==> config.mk <==
export PLATFORM = sky130hd
export DESIGN_NAME = modular_exponentiation_three_lane
export DESIGN_NICKNAME = d
export VERILOG_FILES = /design/src/mexp3_pkg.sv /design/src/modular_exponentiation_three_lane.sv
export SDC_FILE = /design/constraint.sdc
export NUM_CORES = 1
export LEC_CHECK = 0
export CAP_MARGIN = 0
export CELL_PAD_IN_SITES_DETAIL_PLACEMENT = 1
export CELL_PAD_IN_SITES_GLOBAL_PLACEMENT = 2
export CORE_MARGIN = 2
export CORE_UTILIZATION = 48
export CTS_BUF_LIST = sky130_fd_sc_hd__clkbuf_8
export CTS_CLUSTER_SIZE = 20
export DETAILED_ROUTE_END_ITERATION = 10
export DONT_BUFFER_PORTS = 1
export PLACE_DENSITY_LB_ADDON = 0.1
export SLEW_MARGIN = 20
export SYNTH_ARGS = -nofsm -noshare
export SYNTH_HDL_FRONTEND = slang
export SYNTH_SLANG_ARGS = --single-unit
==> constraint.sdc <==
create_clock -name clk -period 10.7 [get_ports clk]
set_input_delay 0.535 -clock clk [delete_from_list [all_inputs] [get_ports clk]]
set_output_delay 0.535 -clock clk [all_outputs]
set_load 0.005 [all_outputs]
==> src/mexp3_pkg.sv <==
// shared constants for the three-lane modular exponentiation block
package mexp3_pkg;

  // value width used by the arithmetic (low bits of each field)
  localparam int VALUE_BITS = 31;
  // width of every payload and configuration field on the ports
  localparam int FIELD_W = 31;
  // bit counter width over one operand
  localparam int CNT_W = $clog2(VALUE_BITS);
  // lanes per transaction
  localparam int LANES = 3;
  localparam int LANE_W = $clog2(LANES);

  // configuration register indexes
  localparam int CFG_IDX_W = 1;
  localparam logic [CFG_IDX_W-1:0] CFG_EXPONENT = 1'b0;
  localparam logic [CFG_IDX_W-1:0] CFG_MODULUS = 1'b1;

endpackage

==> src/modular_exponentiation_three_lane.sv <==
// three-lane modular exponentiation: square-and-multiply over one shared modular step unit
//
// usage
//   cfg channel: cfg_valid/cfg_ready with cfg_index (0 exponent, 1 modulus) and cfg_data.
//   cfg_ready is high only while the sequencer is idle and no input transaction is offered,
//   so keys change between transactions.
//   in channel: a transaction carries three values; it is taken when in_valid is high and
//   in_stall is low. in_stall stays high for the whole computation.
//   out channel: one transaction per input, three results, held while out_stall is high.
//   the finished result sits in an output register, so the next input transaction is taken
//   while the previous result still waits for the receiver.
// sequence
//   each lane: base reduction, then per exponent bit one modular square plus one modular
//   multiply when that bit is set. the three lanes run one after another, and a new input
//   transaction is taken only after the last one has been handed to the output register.
//   the single shared double/add-and-reduce unit does one step per cycle.
// reset
//   synchronous active-low rst_n: exponent and modulus return to 1, sequencer idle,
//   no result pending. a zero modulus gives all-zero results.
module modular_exponentiation_three_lane (
  input  logic                                    clk,
  input  logic                                    rst_n,
  // configuration write channel
  input  logic                                    cfg_valid,
  output logic                                    cfg_ready,
  input  logic [mexp3_pkg::CFG_IDX_W-1:0]         cfg_index,
  input  logic [mexp3_pkg::FIELD_W-1:0]           cfg_data,
  // input channel
  input  logic                                    in_valid,
  output logic                                    in_stall,
  input  logic [mexp3_pkg::FIELD_W-1:0]           in_first_value,
  input  logic [mexp3_pkg::FIELD_W-1:0]           in_second_value,
  input  logic [mexp3_pkg::FIELD_W-1:0]           in_third_value,
  // result channel
  output logic                                    out_valid,
  input  logic                                    out_stall,
  output logic [mexp3_pkg::FIELD_W-1:0]           out_first_result,
  output logic [mexp3_pkg::FIELD_W-1:0]           out_second_result,
  output logic [mexp3_pkg::FIELD_W-1:0]           out_third_result
);

  localparam int VB = mexp3_pkg::VALUE_BITS;
  localparam int FW = mexp3_pkg::FIELD_W;
  localparam int CW = mexp3_pkg::CNT_W;
  localparam int LW = mexp3_pkg::LANE_W;
  localparam int NL = mexp3_pkg::LANES;

  // two phases of one modular multiply step
  localparam logic PH_DBL = 1'b0;
  localparam logic PH_ADD = 1'b1;

  typedef enum logic [2:0] {
    S_IDLE,
    S_RED,   // reduce the lane value modulo the modulus, one bit a cycle
    S_SQ,    // acc = acc * acc mod m
    S_MUL,   // acc = acc * base mod m
    S_FIN    // hand the three results to the output register
  } state_t;

  state_t state_r, state_nxt;

  // configuration
  logic [VB-1:0] exp_r, exp_nxt;
  logic [VB-1:0] mod_r, mod_nxt;

  // sequencer
  logic [LW-1:0] lane_r, lane_nxt;
  logic [CW-1:0] ebit_r, ebit_nxt;
  logic [CW-1:0] cnt_r, cnt_nxt;
  logic          phase_r, phase_nxt;

  // working values
  logic [VB-1:0] r_r, r_nxt;
  logic [VB-1:0] acc_r, acc_nxt;
  logic [VB-1:0] base_r, base_nxt;
  logic [VB-1:0] val_r [NL];
  logic [VB-1:0] val_nxt [NL];
  logic [VB-1:0] res_r [NL];
  logic [VB-1:0] res_nxt [NL];

  // output register
  logic          out_valid_r, out_valid_nxt;
  logic [FW-1:0] out_first_r, out_first_nxt;
  logic [FW-1:0] out_second_r, out_second_nxt;
  logic [FW-1:0] out_third_r, out_third_nxt;

  // shared unit: sum = 2r + bit, 2r or r + (bit ? a : 0), then one conditional subtract
  logic [VB-1:0] mul_a;
  logic          step_bit;
  logic [VB:0]   sum;
  logic [VB+1:0] diff;
  logic [VB-1:0] r_red;

  assign cfg_ready = (state_r == S_IDLE) && !in_valid;
  assign in_stall  = (state_r != S_IDLE);
  assign out_valid         = out_valid_r;
  assign out_first_result  = out_first_r;
  assign out_second_result = out_second_r;
  assign out_third_result  = out_third_r;

  always_comb begin
    mul_a = (state_r == S_MUL) ? base_r : acc_r;
    if (state_r == S_RED) begin
      step_bit = val_r[lane_r][cnt_r];
    end else begin
      step_bit = acc_r[cnt_r];
    end
    if (state_r == S_RED) begin
      sum = {r_r, step_bit};
    end else if (phase_r == PH_DBL) begin
      sum = {r_r, 1'b0};
    end else begin
      sum = {1'b0, r_r} + (step_bit ? {1'b0, mul_a} : {(VB+1){1'b0}});
    end
    diff  = {1'b0, sum} - {2'b00, mod_r};
    r_red = diff[VB+1] ? sum[VB-1:0] : diff[VB-1:0];
  end

  // sequencer and datapath next state
  always_comb begin
    state_nxt      = state_r;
    exp_nxt        = exp_r;
    mod_nxt        = mod_r;
    lane_nxt       = lane_r;
    ebit_nxt       = ebit_r;
    cnt_nxt        = cnt_r;
    phase_nxt      = phase_r;
    r_nxt          = r_r;
    acc_nxt        = acc_r;
    base_nxt       = base_r;
    val_nxt        = val_r;
    res_nxt        = res_r;
    out_valid_nxt  = out_valid_r;
    out_first_nxt  = out_first_r;
    out_second_nxt = out_second_r;
    out_third_nxt  = out_third_r;

    // receiver took the pending result
    if (out_valid_r && !out_stall) begin
      out_valid_nxt = 1'b0;
    end

    if (cfg_valid && cfg_ready) begin
      case (cfg_index)
        mexp3_pkg::CFG_EXPONENT: exp_nxt = cfg_data[VB-1:0];
        mexp3_pkg::CFG_MODULUS:  mod_nxt = cfg_data[VB-1:0];
        default: ;
      endcase
    end

    case (state_r)
      S_IDLE: begin
        if (in_valid) begin
          val_nxt[0] = in_first_value[VB-1:0];
          val_nxt[1] = in_second_value[VB-1:0];
          val_nxt[2] = in_third_value[VB-1:0];
          lane_nxt   = '0;
          r_nxt      = '0;
          cnt_nxt    = CW'(VB - 1);
          state_nxt  = S_RED;
        end
      end
      S_RED: begin
        r_nxt = r_red;
        if (cnt_r == '0) begin
          base_nxt  = r_red;
          // 1 mod m
          acc_nxt   = VB'(mod_r != VB'(1));
          ebit_nxt  = CW'(VB - 1);
          r_nxt     = '0;
          cnt_nxt   = CW'(VB - 1);
          phase_nxt = PH_DBL;
          state_nxt = S_SQ;
        end else begin
          cnt_nxt = cnt_r - CW'(1);
        end
      end
      S_SQ, S_MUL: begin
        r_nxt = r_red;
        if (phase_r == PH_DBL) begin
          phase_nxt = PH_ADD;
        end else begin
          phase_nxt = PH_DBL;
          if (cnt_r != '0) begin
            cnt_nxt = cnt_r - CW'(1);
          end else begin
            // product done
            acc_nxt = r_red;
            r_nxt   = '0;
            cnt_nxt = CW'(VB - 1);
            if (state_r == S_SQ && exp_r[ebit_r]) begin
              state_nxt = S_MUL;
            end else if (ebit_r != '0) begin
              ebit_nxt  = ebit_r - CW'(1);
              state_nxt = S_SQ;
            end else begin
              // lane finished
              res_nxt[lane_r] = (mod_r == '0) ? '0 : r_red;
              if (lane_r == LW'(NL - 1)) begin
                state_nxt = S_FIN;
              end else begin
                lane_nxt  = lane_r + LW'(1);
                state_nxt = S_RED;
              end
            end
          end
        end
      end
      S_FIN: begin
        if (!out_valid_r || !out_stall) begin
          out_first_nxt  = FW'(res_r[0]);
          out_second_nxt = FW'(res_r[1]);
          out_third_nxt  = FW'(res_r[2]);
          out_valid_nxt  = 1'b1;
          state_nxt      = S_IDLE;
        end
      end
      default: begin
        state_nxt = S_IDLE;
      end
    endcase
  end

  always_ff @(posedge clk) begin
    // payload, no reset needed
    ebit_r       <= ebit_nxt;
    cnt_r        <= cnt_nxt;
    phase_r      <= phase_nxt;
    r_r          <= r_nxt;
    acc_r        <= acc_nxt;
    base_r       <= base_nxt;
    val_r        <= val_nxt;
    res_r        <= res_nxt;
    out_first_r  <= out_first_nxt;
    out_second_r <= out_second_nxt;
    out_third_r  <= out_third_nxt;
    if (!rst_n) begin
      state_r     <= S_IDLE;
      exp_r       <= VB'(1);
      mod_r       <= VB'(1);
      lane_r      <= '0;
      out_valid_r <= 1'b0;
    end else begin
      state_r     <= state_nxt;
      exp_r       <= exp_nxt;
      mod_r       <= mod_nxt;
      lane_r      <= lane_nxt;
      out_valid_r <= out_valid_nxt;
    end
  end

  // working remainder and accumulator stay reduced during a multiply
  a_reduced : assert property (@(posedge clk) disable iff (!rst_n)
    (state_r == S_SQ || state_r == S_MUL) && mod_r != '0 |-> r_r < mod_r && acc_r < mod_r)
    else $error("operand not reduced modulo the modulus");

  // reduced base is below the modulus whenever it is multiplied in
  a_base_reduced : assert property (@(posedge clk) disable iff (!rst_n)
    state_r == S_MUL && mod_r != '0 |-> base_r < mod_r)
    else $error("base not reduced modulo the modulus");

  // an accepted transaction starts with the first lane's reduction
  a_start : assert property (@(posedge clk) disable iff (!rst_n)
    in_valid && !in_stall |=> state_r == S_RED && lane_r == '0)
    else $error("accepted transaction did not start at the first lane");

  // the final handoff always produces a pending result and frees the sequencer
  a_handoff : assert property (@(posedge clk) disable iff (!rst_n)
    state_r == S_FIN && (!out_valid_r || !out_stall) |=> out_valid_r && state_r == S_IDLE)
    else $error("result handoff failed");

  // lane counter stays within the three lanes
  a_lane_range : assert property (@(posedge clk) disable iff (!rst_n)
    lane_r <= LW'(NL - 1))
    else $error("lane counter out of range");

endmodule
==> results of run 1 <==
-- state kept, by name (all words and copies together) (netlist names) --
name	flops
acc_r	31
base_r	31
cnt_r	5
ebit_r	5
exp_r	31
lane_r	2
mod_r	31
out_first_result	31
out_second_result	31
out_third_result	31
out_valid	1
phase_r	1
r_r	31
res_r	93
state_r	3
val_r	93
-- layer usage --
| metal | part of all wire | global-route usage |
|---|---|---|
| met5 | 0 | 0 |
| met4 | 0.023 | 0.0863 |
| met3 | 0.062 | 0.0493 |
| met2 | 0.48 | 0.447 |
| met1 | 0.43 | 0.367 |
-- cell usage after synthesis (all sizes together), types with 19 or more instances --
cell | count | area [µm²]
inv | 85 | 319
o21ai | 69 | 345
buf | 19 | 109
mux2i | 38 | 380
a21oi | 106 | 542
clkbuf | 65 | 244
a21boi | 69 | 522
edfxtp | 383 | 11500
ha | 67 | 838
xnor2 | 34 | 298
a21o | 19 | 143
mux4 | 42 | 946
nand2 | 275 | 1030
nor2 | 159 | 597
nand3 | 26 | 130
dfxtp | 68 | 1360
-- kinds of logic after synthesis --
family	after synthesis	synth area share
compound gates	350	0.108
xor+xnor	51	0.0213
fa+ha+maj	69	0.0420
buf+inv	169	0.0321
flops	451	0.615
mux	86	0.0670
simple gates	562	0.115
-- placed cells by master (no fill, tap or decap), drive strengths merged, types with 38 or more instances in the layout --
master and n:
clkbuf 80, mux2i 38, dlygate4sd3 127, nor2 159, inv 110, mux4 42
dfxtp 68, nand2 275, a21boi 69, edfxtp 383, o21ai 69, a21oi 106
ha 67
-- final timing paths --
check | from | end | slack (ns) | cells past startpoint
setup / recovery | cnt_r[0]$_SDFFCE_PN0P_ | res_r[27]$_DFFE_PP_ | 1.44 | 28
hold / removal | rst_n | state_r[1]$_SDFFE_PN0P_ | 0.05 | 1
setup reg to reg | cnt_r[0]$_SDFFCE_PN0P_ | res_r[27]$_DFFE_PP_ | 1.44 | 28
hold reg to reg | res_r[64]$_DFFE_PP_ | out_first_result[2]$_DFFE_PP_ | 0.41 | 0
-- worst max-delay path, delay by kind of cell, from the launching register on --
| kind | cells | cell delay [ns] |
|---|---|---|
| adders and majority gates | 3 | 1.07 |
| DFF | 1 | 0.84 |
| buffers and inverters | 2 | 0.65 |
| xor gates and xnor gates | 1 | 0.08 |
| muxes | 2 | 0.94 |
| and+or+nand+nor | 5 | 1.03 |
| AOI/OAI and AO/OA | 15 | 4.43 |
-- stage by stage --
step                cells  instance area [µm²]  setup WS (ns)  hold slack (ns)  utilization
CTS                  2525                24300           1.64          0.00129        0.563
finish               2526                24300           1.44           0.0490        0.563
floorplan            1738                20900           4.04            0.400            -
global placement     2263                21500           1.84            0.401        0.500
global route         2525                24300          0.946           0.0234        0.563
detailed placement   2263                21500           1.69            0.406        0.500
-- final cells by class --
cell class,instances,area (µm²),share of cell area
clock inverter,54,317,0.0130
multi-input combinational,1118,7460,0.307
sequential,451,12900,0.530
clock buffer,80,1100,0.0454
timing repair buffer,152,1470,0.0606
antenna,1,2.50,0.000103
tap,585,732,0.0302
inverter,85,319,0.0132
==> summary.md, run 1 <==
* hold buffer count at CTS: 128
* relative slew slack: 0.317
* maximum number of buffers from clock root to sink: 3
* Final Hold Fails: 0
* number of different library cells in the post-synthesis netlist: 68
* global-route total usage across every layer: 0.272
* Clk Tree Root Cell: clkbuf_8
* data arrival time of the worst path: 9.71 ns
* total congestion overflow after global routing: 0
* number of enable-type register cells in the synthesized netlist: 383
* number of buffer cells added on primary ports: 0
* count of unresolved DRC violations after routing: 0
* number of nets in the synthesized netlist: 1,937
* setup tns final: 0 ns
* Die X-Extent: 213 µm
* Max Transition Viols Final: 0
* synthesized netlist cell count: 1,738
* sequential-to-total area share from yosys stat: 0.615
* sort of element at the start of the critical path: register
* layout cells sized above 1: 0.101
* floorplan die height: 213 µm
* CTS tree: yes
* 1st-pass router iterations: 7
* Cell Area, Synth: 0.0209 mm²
* placeable core area: 0.0431 mm²
* vias per cell: 5.66
* antenna violations before repair: 1
* slowest stage delay, CP: 0.84 ns
* wire length of the first global-routing pass: 91,400 µm
* final period demand of the worst path: 9.26 ns
* biggest fanout along the worst timing path: 17
* vias post-DR: 14,300
* half-perimeter wire length after detailed placement: 40,700 µm
* routability cong.: 0.916
* Synth Area per Inst: 12.0 µm²
* worst-case clock skew: 0.0478 ns
* reported max-cap violation count: 0
* share of flip-flops with an asynchronous set or reset: 0
* Final Cycle Share: 0.866
* CTS Buf Count: 75
* CP Capture Type: register
* maximum number of pins on one net before global-route repair: 79
* timing-limited maximum frequency: 108 MHz
* area of the die: 0.0453 mm²
* Routed Wire Length: 60,600 µm
* number of failing setup endpoints in the final timing report: 0
* Worst Setup Path Type: reg2reg
* worst min-delay path category: in2reg
* clock latency at the later pin of the worst-skew pair: 0.68 ns
* dominant synthesized flop cell: edfxtp_1
* antenna-violating nets left: 0
* run status: finished, final reports clean
* detailed router's first-iteration violation count: 1,104
* IO Pins: 226
* H-tree depth: 3
* Crit path required time: 11.15 ns
* clock slew at the register clock pins of the worst setup and hold paths: 0.06 ns
* Filler cells: 4,500
* transition at the pin with the smallest max-transition slack: 1.01 ns
* total of warnings raised by yosys: 0
* setup repair after global routing missed its margin: no
* vias in the first global route: 14,800
* total number of nets in the final design: 2,082
* CP max stage cell: edfxtp_1
* starting density of the core: 0.486
* layout overhead on the synthesized area: 15.9%
* detailed-route wire length per cell: 24.0 µm
* PostCTS Resize Cnt: 0
* number of placement rows: 76
* post-CTS setup repair buffer count: 0
* total clock sinks: 451
* Seq cells post-synth: 451
Power of run 1 is left out: the tool's default activity adds up to more than one toggle a clock period on the data nets, which glitch-free logic cannot reach.
==> inputs of run 2 (changes only) <==
CORE_UTILIZATION = 45   (was 48)
SLEW_MARGIN = 10   (was 20)
==> summary.md, run 2 (synthesized netlist as in run 1, its figures left out) <==
* run status: finished, final reports clean
* area of the die: 0.0483 mm², +6.5%
* routability cong.: 0.844, -7.9%
* CTS tree: yes
* total clock sinks: 451, unchanged
* maximum number of pins on one net before global-route repair: 89, +13%
* largest registers ranked by flip-flop count: res_r (93), val_r (93)
* clock slew at the register clock pins of the worst setup and hold paths: 0.06 ns, about the same
* Final Hold Fails: 0, unchanged
* Clk Tree Root Cell: clkbuf_8
* vias post-DR: 14,300, +0.28%
* worst slack at placement: 1.18 ns, -0.507 ns
* clock latency at the later pin of the worst-skew pair: 0.65 ns, -0.03 ns
* total non-filler cell area in the finished layout: 0.0243 mm², +0.13%
* most common cell after layout, fill and taps aside: edfxtp_1
* number of buffer cells added on primary ports: 0, unchanged
* biggest fanout along the worst timing path: 17, unchanged
* area of placed instances: 0.0216 mm², +0.13%
* transition at the pin with the smallest max-transition slack: 1.16 ns, +0.144 ns
* antenna-violating nets left: 0, unchanged
* total number of nets in the final design: 2,089, +0.34%
* layout overhead on the synthesized area: 16.1%
* Worst Setup Path Type: reg2reg
* global-route total usage across every layer: 0.252, -0.0195
* count of unresolved DRC violations after routing: 0, unchanged
* wire length of the first global-routing pass: 90,600 µm, -0.82%
* number of placement rows: 79, +3.9%
* detailed-route wire length per cell: 23.8 µm, -0.80%
* detailed router's first-iteration violation count: 996, -9.8%
* total congestion overflow after global routing: 0, unchanged
* worst-case clock skew: 0.0418 ns, -0.00599 ns
* sort of element at the start of the critical path: register
* post-CTS setup repair buffer count: 0, unchanged
* reported max-cap violation count: 0, unchanged
* 1st-pass router iterations: 5, -2
* IO Pins: 226, unchanged
* final period demand of the worst path: 9.70 ns, +0.438 ns
* setup repair after global routing missed its margin: no
* commonest non-fill, non-tap cells in the layout: 383 x edfxtp_1, 275 x nand2_1, 155 x nor2_1, 131 x dlygate4sd3_1, 104 x inv_1
* final setup margin: 0.997 ns, -0.438 ns
* data arrival time of the worst path: 10.04 ns, +0.33 ns
* PostCTS Resize Cnt: 0, unchanged
* H-tree depth: 3, unchanged
* number of failing setup endpoints in the final timing report: 0, unchanged
* CTS Buf Count: 77, +2.7%
* relative slew slack: 0.230, -0.0872
* setup tns final: 0 ns, unchanged
* Filler cells: 4,826, +7.2%
* Max Transition Viols Final: 0, unchanged
* Crit path required time: 11.04 ns, -0.11 ns
* layout cells sized above 1: 0.102, +0.000769
* vias in the first global route: 14,900, +0.20%
* hold buffer count at CTS: 131, +2.3%
* share of the core filled with cells: 0.525, -0.0381
* Die X-Extent: 220 µm, +3.2%
* placeable core area: 0.0463 mm², +7.4%
* Final Cycle Share: 0.907, +0.0409
* vias per cell: 5.62, -0.78%
* worst min-delay path category: in2reg
* antenna violations before repair: 1, unchanged
* starting density of the core: 0.452, -0.0334
* maximum number of buffers from clock root to sink: 3, unchanged
* timing-limited maximum frequency: 103 MHz, -4.5%
* CP Capture Type: register
* floorplan die height: 220 µm, +3.2%
* half-perimeter wire length after detailed placement: 41,300 µm, +1.5%
* Routed Wire Length: 60,800 µm, +0.26%
-- run 2: cell count changes in the layout (fill, tap and decap cells not counted), moves of 2 or more --
cell	delta
dlygate4sd3_1	+4
clkinvlp_4	+2
inv_1	-2
buf_4	+2
clkinv_2	+4
-- run 2: path summary, 6_finish.rpt --
check,from,to,slack (ns),cells past startpoint
max,lane_r[1]$_SDFFE_PN0P_,res_r[60]$_DFFE_PP_,1.0,27
min,rst_n,exp_r[28]$_SDFFE_PN0P_,0.05,1
max reg2reg,lane_r[1]$_SDFFE_PN0P_,res_r[60]$_DFFE_PP_,1.0,27
min reg2reg,res_r[19]$_DFFE_PP_,out_third_result[19]$_DFFE_PP_,0.41,0
-- run 2: worst max-delay path, cell delays in order, from the launching register on --
cell      delay (ns)
dfxtp_1         0.89
mux4_2          0.61
mux4_2          0.49
mux2_2          0.32
a221oi_2        0.29
a211oi_2        0.11
a21oi_2         0.60
buf_4           0.35
a21oi_1         0.12
fa_1            0.47
a211oi_1        0.30
o21ai_0         0.25
nand4_1         0.17
nand3_1         0.28
a31oi_1         0.29
xor2_1          0.08
o21ai_0         0.55
ha_1            0.44
nand4_1         0.22
nor3_1          0.09
a22oi_1         0.15
o211ai_1        0.11
a31oi_1         0.32
a21oi_2         0.16
a21boi_4        0.58
buf_4           0.30
mux2i_1         0.60
nor2_1          0.24
-- run 2: area by class of cell --
class | instances | area [µm²] | area share
flip-flops and latches | 451 | 12900 | 0.529
multi-input cells | 1118 | 7440 | 0.306
repair buffers | 157 | 1510 | 0.0620
inverters | 85 | 319 | 0.0131
clock inverters | 53 | 287 | 0.0118
clock buffers | 81 | 1110 | 0.0459
well taps | 607 | 759 | 0.0313
diodes | 1 | 2.50 | 0.000103
-- run 2: per-stage QoR --
stage                     std cells  hold slack, ns
after CTS                      2552        0.000223
final                          2553          0.0462
after global routing           2552          0.0199
after detailed placement       2287           0.405
after global placement         2287           0.402
after floorplan                1738           0.400
-- run 2: metal layers --
metal	up-vias	share of wire	track usage
met5	-	0	0
met4	0	0.022	0.0812
met3	88	0.055	0.0439
met2	453	0.48	0.409
met1	7158	0.45	0.346
li1	6637	-	-
Power of run 2 is left out for the same reason.
==> inputs of run 3 (changes only) <==
--- a/constraint.sdc
+++ b/constraint.sdc
@@ -3,2 +3,2 @@
 set_output_delay 0.535 -clock clk [all_outputs]
-set_load 0.005 [all_outputs]
+set_load 0.1 [all_outputs]
==> summary.md, run 3 (synthesized netlist as in run 1, its figures left out) <==
* vias in the first global route: 14,700, -1.4%
* CTS Buf Count: 77, unchanged
* clock latency at the later pin of the worst-skew pair: 0.68 ns, +0.03 ns
* vias per cell: 5.55, -1.2%
* Max Transition Viols Final: 0, unchanged
* biggest fanout along the worst timing path: 16, -1
* IO Pins: 226, unchanged
* maximum number of buffers from clock root to sink: 3, unchanged
* vias post-DR: 14,200, -1.1%
* floorplan die height: 220 µm, unchanged
* H-tree depth: 3, unchanged
* reported max-cap violation count: 0, unchanged
* largest registers ranked by flip-flop count: res_r (93), val_r (93)
* final period demand of the worst path: 9.57 ns, -0.128 ns
* detailed-route wire length per cell: 23.3 µm, -2.4%
* half-perimeter wire length after detailed placement: 41,500 µm, +0.45%
* number of placement rows: 79, unchanged
* run status: finished, final reports clean
* setup repair after global routing missed its margin: no
* worst min-delay path category: in2reg
* CTS tree: yes
* antenna-violating nets left: 0, unchanged
* layout overhead on the synthesized area: 16.4%
* worst-case clock skew: 0.0310 ns, -0.0108 ns
* timing-limited maximum frequency: 104 MHz, +1.3%
* CP Capture Type: register
* layout cells sized above 1: 0.103, +0.00133
* Routed Wire Length: 59,500 µm, -2.2%
* setup tns final: 0 ns, unchanged
* Worst Hold Slack: 0.0421 ns, -0.00414 ns
* data arrival time of the worst path: 9.95 ns, -0.09 ns
* PostCTS Resize Cnt: 0, unchanged
* area of the die: 0.0483 mm², unchanged
* placeable core area: 0.0463 mm², unchanged
* Worst Setup Path Type: reg2reg
* Die X-Extent: 220 µm, unchanged
* hold buffer count at CTS: 129, -1.5%
* post-CTS setup repair buffer count: 0, unchanged
* total number of nets in the final design: 2,089, unchanged
* commonest non-fill, non-tap cells in the layout: 383 x edfxtp_1, 275 x nand2_1, 154 x nor2_1, 128 x dlygate4sd3_1, 104 x inv_1
* number of failing setup endpoints in the final timing report: 0, unchanged
* sort of element at the start of the critical path: register
* Crit path required time: 11.07 ns, +0.03 ns
* global-route total usage across every layer: 0.246, -0.00589
* Final Cycle Share: 0.895, -0.0120
* relative slew slack: 0.213, -0.0163
* transition at the pin with the smallest max-transition slack: 1.18 ns, +0.0229 ns
* routability cong.: 0.853, +1.0%
* number of buffer cells added on primary ports: 0, unchanged
* detailed router's first-iteration violation count: 950, -4.6%
* count of unresolved DRC violations after routing: 0, unchanged
* starting density of the core: 0.452, unchanged
* clock slew at the register clock pins of the worst setup and hold paths: 0.06 ns, about the same
* maximum number of pins on one net before global-route repair: 82, -7.9%
* Clk Tree Root Cell: clkbuf_8
* total congestion overflow after global routing: 0, unchanged
* Final Hold Fails: 0, unchanged
* antenna violations before repair: 1, unchanged
* wire length of the first global-routing pass: 88,800 µm, -2.0%
* 1st-pass router iterations: 5, unchanged
* most common cell after layout, fill and taps aside: edfxtp_1
* total clock sinks: 451, unchanged
[run 3: cell types whose count changed in the layout (fill, tap and decap cells not counted), moves of 2 or more]
cell           change
inv_8              +2
clkbuf_8           -2
clkinv_8           -2
clkinv_1           +5
dlygate4sd3_1      -3
inv_12             +2
[run 3: cell type report]
class,instances,area [µm²]
Antenna cell,1,2.50
Clock buffer,79,1090
Clock inverter,59,342
Fill cell,4848,21900
Inverter,85,319
Multi-Input combinational cell,1118,7440
Sequential cell,451,12900
Tap cell,607,759
Timing Repair Buffer,157,1540
[run 3: path summary, 6_finish.rpt]
check                                            start                        endpoint  slack, ns  depth (start not counted)
worst max-delay path            lane_r[1]$_SDFFE_PN0P_             res_r[34]$_DFFE_PP_       1.13                         27
worst min register to register     res_r[18]$_DFFE_PP_  out_third_result[18]$_DFFE_PP_       0.41                          0
worst min-delay path                       cfg_data[3]           mod_r[3]$_SDFFE_PN0P_       0.04                          2
worst max register to register  lane_r[1]$_SDFFE_PN0P_             res_r[34]$_DFFE_PP_       1.13                         27
[run 3: per-stage QoR]
stage	std cells	utilization	area [µm²]	setup slack, ns
after floorplan	1738	-	20900	4.04
after global placement	2288	0.467	21600	1.39
after detailed placement	2288	0.467	21600	1.24
after CTS	2555	0.526	24300	1.21
after global routing	2557	0.527	24400	0.573
final	2557	0.527	24400	1.13
[run 3: critical path, stage by stage (launching register included)]
cell and delay [ns]:
dfxtp_1 0.76, mux4_2 0.61, mux4_2 0.49, mux2_2 0.31
a221oi_2 0.31, a211oi_2 0.12, a21oi_2 0.61, buf_4 0.36
a21oi_1 0.11, fa_1 0.46, a211oi_1 0.33, o21ai_0 0.26
nand4_1 0.19, nand2_1 0.17, a221oi_1 0.35, xor2_1 0.10
o21ai_0 0.56, ha_1 0.43, nand4_1 0.18, nor2_1 0.07
a22oi_1 0.18, o211ai_1 0.11, a31oi_1 0.31, a21oi_2 0.16
a21boi_4 0.55, buf_4 0.34, mux2i_1 0.65, nor2_1 0.18
[run 3: metal layers]
| layer | track usage | share of wire | vias to the layer above |
|---|---|---|---|
| met5 | 0 | 0 | - |
| met4 | 0.0696 | 0.021 | 0 |
| met3 | 0.0450 | 0.048 | 85 |
| met2 | 0.400 | 0.47 | 371 |
| met1 | 0.340 | 0.46 | 7071 |
| li1 | - | - | 6654 |
Power of run 3 is left out for the same reason.
